### config.mk
export PLATFORM = sky130hd
export DESIGN_NAME = fcfsd_ctrl
export DESIGN_NICKNAME = d
export VERILOG_FILES = /design/src/hdl/assert_macros.svh /design/src/hdl/fcfsd_pkg.sv /design/src/hdl/fcfsd_ctrl.sv
export SDC_FILE = /design/constraint.sdc
export NUM_CORES = 1
export LEC_CHECK = 0
export ABC_CLOCK_PERIOD_IN_PS = 4400
export BUFFER_PORTS_ARGS = -buffer_cell sky130_fd_sc_hd__buf_4
export CORE_AREA = 2 2 42 44
export CTS_BUF_LIST = sky130_fd_sc_hd__clkbuf_2
export DETAILED_ROUTE_END_ITERATION = 8
export DIE_AREA = 0 0 44 46
export PLACE_DENSITY = 0.78
export SLEW_MARGIN = 10
export SYNTH_ARGS = -nofsm -noshare
export SYNTH_HDL_FRONTEND = slang
export SYNTH_SLANG_ARGS = --single-unit
export TNS_END_PERCENT = 1
### constraint.sdc
create_clock -name clk -period 4.4 [get_ports clk]
set_clock_uncertainty 0.2 [all_clocks]
set_input_delay 1.32 -clock clk [delete_from_list [all_inputs] [get_ports clk]]
set_output_delay 1.32 -clock clk [all_outputs]
set_load 0.02 [all_outputs]
### src/hdl/assert_macros.svh
// assertion macros used by the top-level rtl file
`ifndef ASSERT_MACROS_SVH
`define ASSERT_MACROS_SVH

// same-cycle implication, checked on every rising clock edge out of reset
`define ASSERT_SAME(label, ante, cons, msg) \
  label: assert property (@(posedge clk) disable iff (!rst_n) (ante) |-> (cons)) \
    else $error(msg);

// next-cycle implication
`define ASSERT_NEXT(label, ante, cons, msg) \
  label: assert property (@(posedge clk) disable iff (!rst_n) (ante) |=> (cons)) \
    else $error(msg);

`endif

### src/hdl/fcfsd_pkg.sv
// types, codes and helpers shared by the dispatcher modules
package fcfsd_pkg;

  localparam int IN_TDATA_W  = 64;
  localparam int OUT_TDATA_W = 152;

  // phase commands from controller to datapath
  typedef enum logic [3:0] {
    OP_NONE   = 4'd0,
    OP_CLEAR  = 4'd1,
    OP_LOAD   = 4'd2,
    OP_CFREE  = 4'd3,
    OP_SELECT = 4'd4,
    OP_ASSIGN = 4'd5,
    OP_IO     = 4'd6,
    OP_CSTEP  = 4'd7,
    OP_FINAL  = 4'd8
  } op_e;

  typedef struct packed {
    op_e  op;
    logic start;
    logic capture;
  } cmd_t;

  typedef struct packed {
    logic done;
  } sts_t;

  typedef struct packed {
    logic pending;
    logic arrived;
    logic loaded;
  } fl_t;

  // per-slot run state word
  typedef struct packed {
    fl_t         fl;
    logic [15:0] prog;
    logic [7:0]  pos;
  } pstate_t;

  localparam int PSTATE_W = 27;

  typedef struct packed {
    logic        op;
    logic [5:0]  ps;
    logic [4:0]  bs;
    logic [15:0] pid;
    logic [15:0] arr;
    logic [15:0] blen;
    logic        fin;
  } item_t;

  typedef struct packed {
    logic [15:0] last_finished_id;
    logic        load_rejected;
    logic [31:0] busy_total;
    logic [31:0] turnaround_total;
    logic [31:0] wait_total;
    logic        all_done;
    logic [2:0]  busy_cores;
    logic [31:0] time_now;
  } result_t;

  function automatic logic [31:0] sat_add(input logic [31:0] a, input logic [31:0] b);
    logic [32:0] s;
    s = {1'b0, a} + {1'b0, b};
    return s[32] ? 32'hFFFF_FFFF : s[31:0];
  endfunction

endpackage

### src/hdl/fcfsd_ctrl.sv
// phase sequencer of the dispatcher
module fcfsd_ctrl (
  input  logic                clk,
  input  logic                rst_n,
  input  logic                in_valid,
  input  logic                in_op,
  input  logic                out_room,
  input  fcfsd_pkg::sts_t     sts,
  output fcfsd_pkg::cmd_t     cmd,
  output logic                in_ready,
  output logic                out_load
);

  typedef enum logic [9:0] {
    S_CLEAR  = 10'b00_0000_0001,
    S_IDLE   = 10'b00_0000_0010,
    S_LOAD   = 10'b00_0000_0100,
    S_CFREE  = 10'b00_0000_1000,
    S_SELECT = 10'b00_0001_0000,
    S_ASSIGN = 10'b00_0010_0000,
    S_IO     = 10'b00_0100_0000,
    S_CSTEP  = 10'b00_1000_0000,
    S_FINAL  = 10'b01_0000_0000,
    S_EMIT   = 10'b10_0000_0000
  } state_t;

  state_t state_r, state_nxt;
  logic   fresh_r, fresh_nxt;

  always_comb begin
    state_nxt = state_r;
    in_ready  = 1'b0;
    out_load  = 1'b0;
    cmd.op    = fcfsd_pkg::OP_NONE;
    cmd.start = fresh_r;
    cmd.capture = 1'b0;
    case (state_r)
      S_CLEAR: begin
        cmd.op = fcfsd_pkg::OP_CLEAR;
        if (sts.done) begin
          state_nxt = S_IDLE;
        end
      end
      S_IDLE: begin
        in_ready = 1'b1;
        if (in_valid) begin
          cmd.capture = 1'b1;
          state_nxt = in_op ? S_CFREE : S_LOAD;
        end
      end
      S_LOAD: begin
        cmd.op = fcfsd_pkg::OP_LOAD;
        state_nxt = S_EMIT;
      end
      S_CFREE: begin
        cmd.op = fcfsd_pkg::OP_CFREE;
        if (sts.done) begin
          state_nxt = S_SELECT;
        end
      end
      S_SELECT: begin
        cmd.op = fcfsd_pkg::OP_SELECT;
        if (sts.done) begin
          state_nxt = S_ASSIGN;
        end
      end
      S_ASSIGN: begin
        cmd.op = fcfsd_pkg::OP_ASSIGN;
        if (sts.done) begin
          state_nxt = S_IO;
        end
      end
      S_IO: begin
        cmd.op = fcfsd_pkg::OP_IO;
        if (sts.done) begin
          state_nxt = S_CSTEP;
        end
      end
      S_CSTEP: begin
        cmd.op = fcfsd_pkg::OP_CSTEP;
        if (sts.done) begin
          state_nxt = S_FINAL;
        end
      end
      S_FINAL: begin
        cmd.op = fcfsd_pkg::OP_FINAL;
        state_nxt = S_EMIT;
      end
      S_EMIT: begin
        if (out_room) begin
          out_load  = 1'b1;
          state_nxt = S_IDLE;
        end
      end
      default: begin
        state_nxt = S_IDLE;
      end
    endcase
    fresh_nxt = (state_nxt != state_r);
  end

  always_ff @(posedge clk) begin
    if (!rst_n) begin
      state_r <= S_CLEAR;
      fresh_r <= 1'b1;
    end else begin
      state_r <= state_nxt;
      fresh_r <= fresh_nxt;
    end
  end

endmodule

==> reports/metrics.cfg, run 1 <==
[status]
status = finished clean

[sta]
hold_violations = 0
maxSlewHeadroom_pct = 62.9
rsz0062_at_grt = false
worst_hold_slack_ps = 418
worst_pin_slew_ps = 552
setup-violations-final = 0
fin_crit_ps = 3400
finalSetupTns_ps = 0
slew_violations = 0
fmax_ghz = 0.294
finalCritPeriodShare_pct = 77.3

[yosys]
yosys_register_bits = 11
synth_area_sq_um = 906
synthCells = 122
yosysTopAreaCellShare_pct = 24.3
avgSynthCellArea_sq_um = 7.43
yosysTopAreaCell = dfxtp_1
synthTopCellsByArea = dfxtp_1, nand2_1, nor2_1, nor2b_1, a21oi_1
async_flop_share_pct = 0
synth_nets = 128
ys_seq_area_share_pct = 24.3
yosysUniqueCellTypes = 46
yosysWarnings = 0
synth_edf_count = 0
synth-main-ff-cell = dfxtp_1

[cts]
cts_resized = 0
root_buffer = clkbuf_2
cts_setup_buffers = 0
numCtsBuffers = 3
htreeDepth = 1
clock_path_buffers = 2
hold_buffers = 0
tritoncts = yes
path_clk_slew_ps = 110
clkSinkCount = 11
clk_latency_ps = 280

[routing]
finalWirelength_microns = 2170
wl_met3_microns = 151
dr.pass1.iters = 4
wl_met1_microns = 961
drt-wirelength-per-cell_microns = 15.0
wl_met2_microns = 1020
vias = 921
dr.max_layer_used = met4
ant_nets = 0
drt_iter0_drc = 47
drc_errors = 0
vias_per_cell = 6.35

[grt]
grt_max_degree = 12
grt-ovfl-total = 0
grt_pass1_vias = 803
grt_pass1_wl_microns = 3620
antenna_found_initial = 0
grt_usage_pct = 24.4

[floorplanning]
die_h_microns = 46
dieArea_sq_um = 2020
initial_utilization_pct = 56.1
ios = 14
die_x_microns = 44
rows = 15
core-area_sq_um = 1610

[placed_design]
gp_congestion = 1.00
io_buffers = 13
place_hpwl_microns = 1570
placed_cell_area_sq_um = 962

[worst_setup_path]
end_kind = output pin
reg2reg_slack_ps = 1990
worstPathRequired_ps = 2880
start_kind = flip-flop
r2r-end = fresh_r
r2r-start = state_r[1]
cp_max_fo = 11
rr_worst_depth = 6
critPathKind = reg2out
crit_arrival_ps = 1880

[min_path]
hold_depth = 2
hold_start = state_r[0]
min_path_type = reg2reg
hold_end = state_r[0]

[power]
power_leakage_nw = 0.419
p_per_area_nw_per_um2 = 239
vdd_drop_max_v = 0.000147

[cells_and_area]
antenna_cells = 0
nets = 135
fin_area_sq_um = 982
drive_gt1_share_pct = 19.5
syn2layout_area_growth_pct = 8.43

[flow_run]
max-cap-violations = 0

[sequential cells by signal, indices dropped and copies added, names as in the netlist]
register	cells
state_r	10
fresh_r	1
[metal layers]
layer | GRT usage [%] | vias up
li1 | - | 453
met1 | 31.3 | 425
met2 | 38.2 | 38
met3 | 4.76 | 5
met4 | 13.9 | 0
met5 | 0 | -
[worst max-delay path, stage by stage (launching register included)]
cell	delay, ps
dfxtp_1	450
nor4_2	570
nand2_1	220
o211ai_1	200
buf_4	170
[cell families (layout without fill, tap and decap cells)]
group                      count (synthesis)  in the layout  synth area share [%]
AOI/OAI and AO/OA                         28             28                  21.1
xor gates and xnor gates                   4              4                  3.87
adders and majority gates                  1              1                  1.24
buffers and inverters                     13             19                  8.01
DFF                                       11             11                  24.3
muxes                                      2              2                  2.21
and+or+nand+nor                           63             63                  39.2
[cells in the final DEF, fill, tap and decap left out, types with 2 or more instances in the layout]
| master | Yosys | layout |
|---|---|---|
| nand3_1 | 4 | 4 |
| and3_1 | 2 | 2 |
| nand2b_1 | 3 | 3 |
| nor3_1 | 5 | 5 |
| nor2_1 | 12 | 12 |
| nor2b_1 | 6 | 6 |
| xnor2_1 | 2 | 2 |
| o21ai_1 | 3 | 3 |
| nor4_1 | 2 | 2 |
| nor3b_1 | 2 | 2 |
| a21oi_1 | 7 | 7 |
| o31ai_1 | 2 | 2 |
| and2_1 | 3 | 3 |
| clkbuf_2 | 0 | 4 |
| buf_4 | 2 | 13 |
| mux2i_1 | 2 | 2 |
| a21boi_1 | 2 | 2 |
| dfxtp_1 | 11 | 11 |
| xor2_1 | 2 | 2 |
| nand4_1 | 2 | 2 |
| o21ai_0 | 3 | 3 |
| nand2_1 | 14 | 14 |
[power by group]
group,leakage (nW),internal (mW),total (mW),switching [mW]
Sequential,0.0896,0.103,0.111,0.00787
Combinational,0.312,0.0274,0.0615,0.0341
Clock,0.0166,0.0241,0.0621,0.0380
Total,0.419,0.155,0.235,0.0799
[metrics by stage]
step / setup WS (ps) / std cells / power (mW) / util [%]
floorplan: 1270 / 122 / 0.161 / -
global placement: 1130 / 141 / 0.172 / 59.6
detailed placement: 1120 / 141 / 0.173 / 59.6
CTS: 1030 / 145 / 0.233 / 60.9
global route: 826 / 145 / 0.248 / 60.9
finish: 999 / 145 / 0.235 / 60.9
[worst max-delay path by stage]
stage / start / slack, ps / endpoint / cells after the start
CTS: state_r[7] / 1030 / in_ready / 4
floorplan: out_room / 1270 / out_load / 1
global route: state_r[7] / 830 / cmd[2] / 4
detailed placement: in_valid / 1120 / cmd[0] / 4
finish: state_r[7] / 1000 / cmd[2] / 4
global placement: out_room / 1130 / out_load / 3
[synthesized netlist by cell type, types with 2 or more instances]
cell type	instances
o31ai_1	2
nand4_1	2
nor3b_1	2
clkbuf_1	3
buf_4	2
nor4_1	2
nor2_1	12
o21ai_0	3
and3_1	2
xor2_1	2
nor3_1	5
o21ai_1	3
buf_2	5
nand3_1	4
a21oi_1	7
nand2_1	14
and2_1	3
dfxtp_1	11
nand2b_1	3
xnor2_1	2
a21boi_1	2
nor2b_1	6
mux2i_1	2
[layout make-up]
cell class                 count  area, sq um
sequential                    11          220
fill                         159          632
multi-input combinational     98          613
tap                           17         21.3
clock buffer                   4         20.0
timing repair buffer          13         97.6
inverter                       2         10.0
No activity file was read; power rests on OpenSTA's default activity.
==> run 2: changes to the inputs <==
--- a/config.mk
+++ b/config.mk
@@ -5,13 +5,13 @@
 export SDC_FILE = /design/constraint.sdc
 export NUM_CORES = 1
 export LEC_CHECK = 0
-export ABC_CLOCK_PERIOD_IN_PS = 4400
+export ABC_CLOCK_PERIOD_IN_PS = 2850
 export BUFFER_PORTS_ARGS = -buffer_cell sky130_fd_sc_hd__buf_4
-export CORE_AREA = 2 2 42 44
+export CORE_AREA = 2 2 45 47
 export CTS_BUF_LIST = sky130_fd_sc_hd__clkbuf_2
 export DETAILED_ROUTE_END_ITERATION = 8
-export DIE_AREA = 0 0 44 46
-export PLACE_DENSITY = 0.78
+export DIE_AREA = 0 0 47 49
+export PLACE_DENSITY = 0.72
 export SLEW_MARGIN = 10
 export SYNTH_ARGS = -nofsm -noshare
 export SYNTH_HDL_FRONTEND = slang
==> constraint.sdc (replaced) <==
create_clock -name clk -period 2.85 [get_ports clk]
set_clock_uncertainty 0.2 [all_clocks]
set_input_delay 0.855 -clock clk [delete_from_list [all_inputs] [get_ports clk]]
set_output_delay 0.855 -clock clk [all_outputs]
set_load 0.02 [all_outputs]
==> run 2 against run 1 <==
  * Critical path depth rose by 1
  * Count of clock-buffer cells in the layout unchanged
  * Routed wire length rose by 4.4%
  * Non-clock buffer count rose by 4
  * Utilization decreased by 3.7 points
  * Combinational power grew 66%
  * Worst setup slack got worse by 890 ps
  * Hold slack lost 11 ps
  * First-iteration DRC count decreased by 13%
  * Final area up 7.3%
==> reports/metrics.cfg, run 2 (synthesis gave the netlist of run 1 again) <==
[status]
status = finished clean  ; unchanged

[routing]
drt-wirelength-per-cell_microns = 14.3  ; was 15.0 microns
finalWirelength_microns = 2270  ; was 2170 microns
vias_per_cell = 5.95  ; was 6.35
drc_errors = 0  ; unchanged
dr.pass1.iters = 4  ; unchanged
drt_iter0_drc = 41  ; was 47
vias = 946  ; was 921
ant_nets = 0  ; unchanged

[worst_setup_path]
critPathLaunch = state_r[1]  ; was state_r[7]
cp_top_family = simple AND/OR/NAND/NOR gates  ; unchanged
crit_path_max_incr_delay_ps = 420  ; was 570 ps
worstPathRequired_ps = 1800  ; was 2880 ps
crit_cells = 5  ; was 4
cp_max_fo = 10  ; was 11
r2r-end = fresh_r  ; unchanged
start_kind = flip-flop  ; unchanged
end_kind = output pin  ; unchanged
crit_arrival_ps = 1690  ; was 1880 ps
rr_worst_depth = 6  ; unchanged
r2r-start = state_r[1]  ; unchanged
cp.buffers_inverters = 1  ; unchanged
critPathCapture = cmd[2]  ; unchanged
cp_slowest_cell = nor4_4  ; was nor4_2
critPathKind = reg2out  ; unchanged
crit_chain = nor4_4, and3_4, nand2_1, o211ai_1, buf_4  ; was nor4_2, nand2_1, o211ai_1, buf_4
reg2reg_slack_ps = 600  ; was 1990 ps

[floorplanning]
dieArea_sq_um = 2300  ; was 2020 sq um
core-area_sq_um = 1840  ; was 1610 sq um
initial_utilization_pct = 49.2  ; was 56.1%
die_x_microns = 47  ; was 44 microns
die_h_microns = 49  ; was 46 microns
rows = 16  ; was 15
ios = 14  ; unchanged

[sta]
fin_crit_ps = 2740
finalSetupTns_ps = 0  ; unchanged
rsz0062_at_grt = false  ; unchanged
hold_violations = 0  ; unchanged
worst_hold_slack_ps = 407  ; was 418 ps
worst_pin_slew_ps = 463  ; was 552 ps
maxSlewHeadroom_pct = 69.1  ; was 62.9%
fmax_ghz = 0.365
slew_violations = 0  ; unchanged
setup_ws_ps = 109  ; was 999 ps
setup-violations-final = 0  ; unchanged
finalCritPeriodShare_pct = 96.2

[power]
power_leakage_nw = 0.449  ; was 0.419 nW
p_per_area_nw_per_um2 = 351  ; was 239 nW/um^2
p_seq_share_pct = 46.9  ; was 47.3%
clockPowerShare_pct = 25.5  ; was 26.5%
internal_power_mw = 0.245  ; was 0.155 mW
power_frac_comb_pct = 27.6  ; was 26.2%
power.switching_mw = 0.125  ; was 0.0799 mW
vdd_drop_max_v = 0.000164  ; was 0.000147 V
swShare_pct = 33.8  ; was 34.1%
finalPower_mw = 0.370  ; was 0.235 mW

[cells_and_area]
top_register = state_r  ; unchanged
mostFrequentLayoutCell = buf_4  ; was nand2_1
fin_area_sq_um = 1050  ; was 982 sq um
final_core_util_pct = 57.2  ; was 60.9%
largestRegisters = state_r: 10 flops, fresh_r: 1 flops  ; unchanged
nets = 139  ; was 135
antenna_cells = 0  ; unchanged
layout_common_cells = buf_4, nand2_1, nor2_1  ; was nand2_1, buf_4, nor2_1
fin_cells = 159  ; was 145
drive_gt1_share_pct = 25.8  ; was 19.5%
syn2layout_area_growth_pct = 16.3  ; was 8.43%
largest_register_ffs = 10  ; unchanged

[placed_design]
io_buffers = 13  ; unchanged
gp_congestion = 0.869  ; was 1.00
placed_cell_area_sq_um = 990  ; was 962 sq um
place_hpwl_microns = 1640  ; was 1570 microns
dp.cells = 153  ; was 141
dp_slack_ps = 262  ; was 1120 ps

[flow_run]
max-cap-violations = 0  ; unchanged

[grt]
grt_pass1_vias = 850  ; was 803
antenna_found_initial = 0  ; unchanged
grt_pass1_wl_microns = 3820  ; was 3620 microns
grt-ovfl-total = 0  ; unchanged
grt_max_degree = 12  ; unchanged
grt_usage_pct = 22.3  ; was 24.4%

[min_path]
min_path_type = reg2reg  ; unchanged

[cts]
numCtsBuffers = 3  ; unchanged
path_clk_slew_ps = 120  ; was 110 ps
htreeDepth = 1  ; unchanged
clkSinkCount = 11  ; unchanged
clock_path_buffers = 2  ; unchanged
clk_latency_ps = 270  ; was 280 ps
root_buffer = clkbuf_2  ; unchanged
tritoncts = yes  ; unchanged

## run 2: cell types whose count changed in the layout (fill, tap and decap cells not counted), sizes merged
cell	previous run	this run
buf	13	17
## run 2: worst min-delay path, delay by kind of cell, from the launching register on
kind | cells | cell delay [ps]
DFF | 1 | 410
and+or+nand+nor | 2 | 160
## run 2: what timing repair did
item,4_1_cts,5_1_grt
setup buffers,0,2
hold buffers,0,0
gates resized for setup,1,6
setup endpoints to repair,3,5
pin swaps,1,1
gates cloned,0,0
## run 2: how the worst min path moves through the flow
stage	start	end	slack, ps	cells after the start
4_1_cts	state_r[0]	state_r[0]	410	2
5_1_grt	state_r[1]	fresh_r	450	2
2_1_floorplan	state_r[0]	state_r[0]	360	3
6_report	state_r[1]	fresh_r	410	2
3_3_place_gp	state_r[0]	state_r[0]	380	2
3_5_place_dp	state_r[0]	state_r[0]	400	2
## run 2: power by group through the flow
stage / sequential [mW] / combinational, mW / clock (mW)
after CTS: 0.171 / 0.0942 / 0.0949
after global placement: 0.174 / 0.0931 / 0
after global routing: 0.175 / 0.112 / 0.107
after floorplan: 0.164 / 0.0837 / 0
after detailed placement: 0.174 / 0.0941 / 0
final: 0.173 / 0.102 / 0.0943
## run 2: routing by layer
metal | part of all wire (%) | global-route usage, % | vias up
met1 | 45 | 30.5 | 446
met5 | 0 | 0 | -
met3 | 5.4 | 3.33 | 5
li1 | - | - | 461
met4 | 1.4 | 7.41 | 0
met2 | 48 | 34.9 | 34
## run 2: final cells by class
| cell class | count | area, sq um |
|---|---|---|
| clock buffer | 4 | 20.0 |
| fill | 193 | 788 |
| inverter | 2 | 10.0 |
| multi-input combinational | 98 | 637 |
| sequential | 11 | 225 |
| tap | 27 | 33.8 |
| timing repair buffer | 17 | 128 |
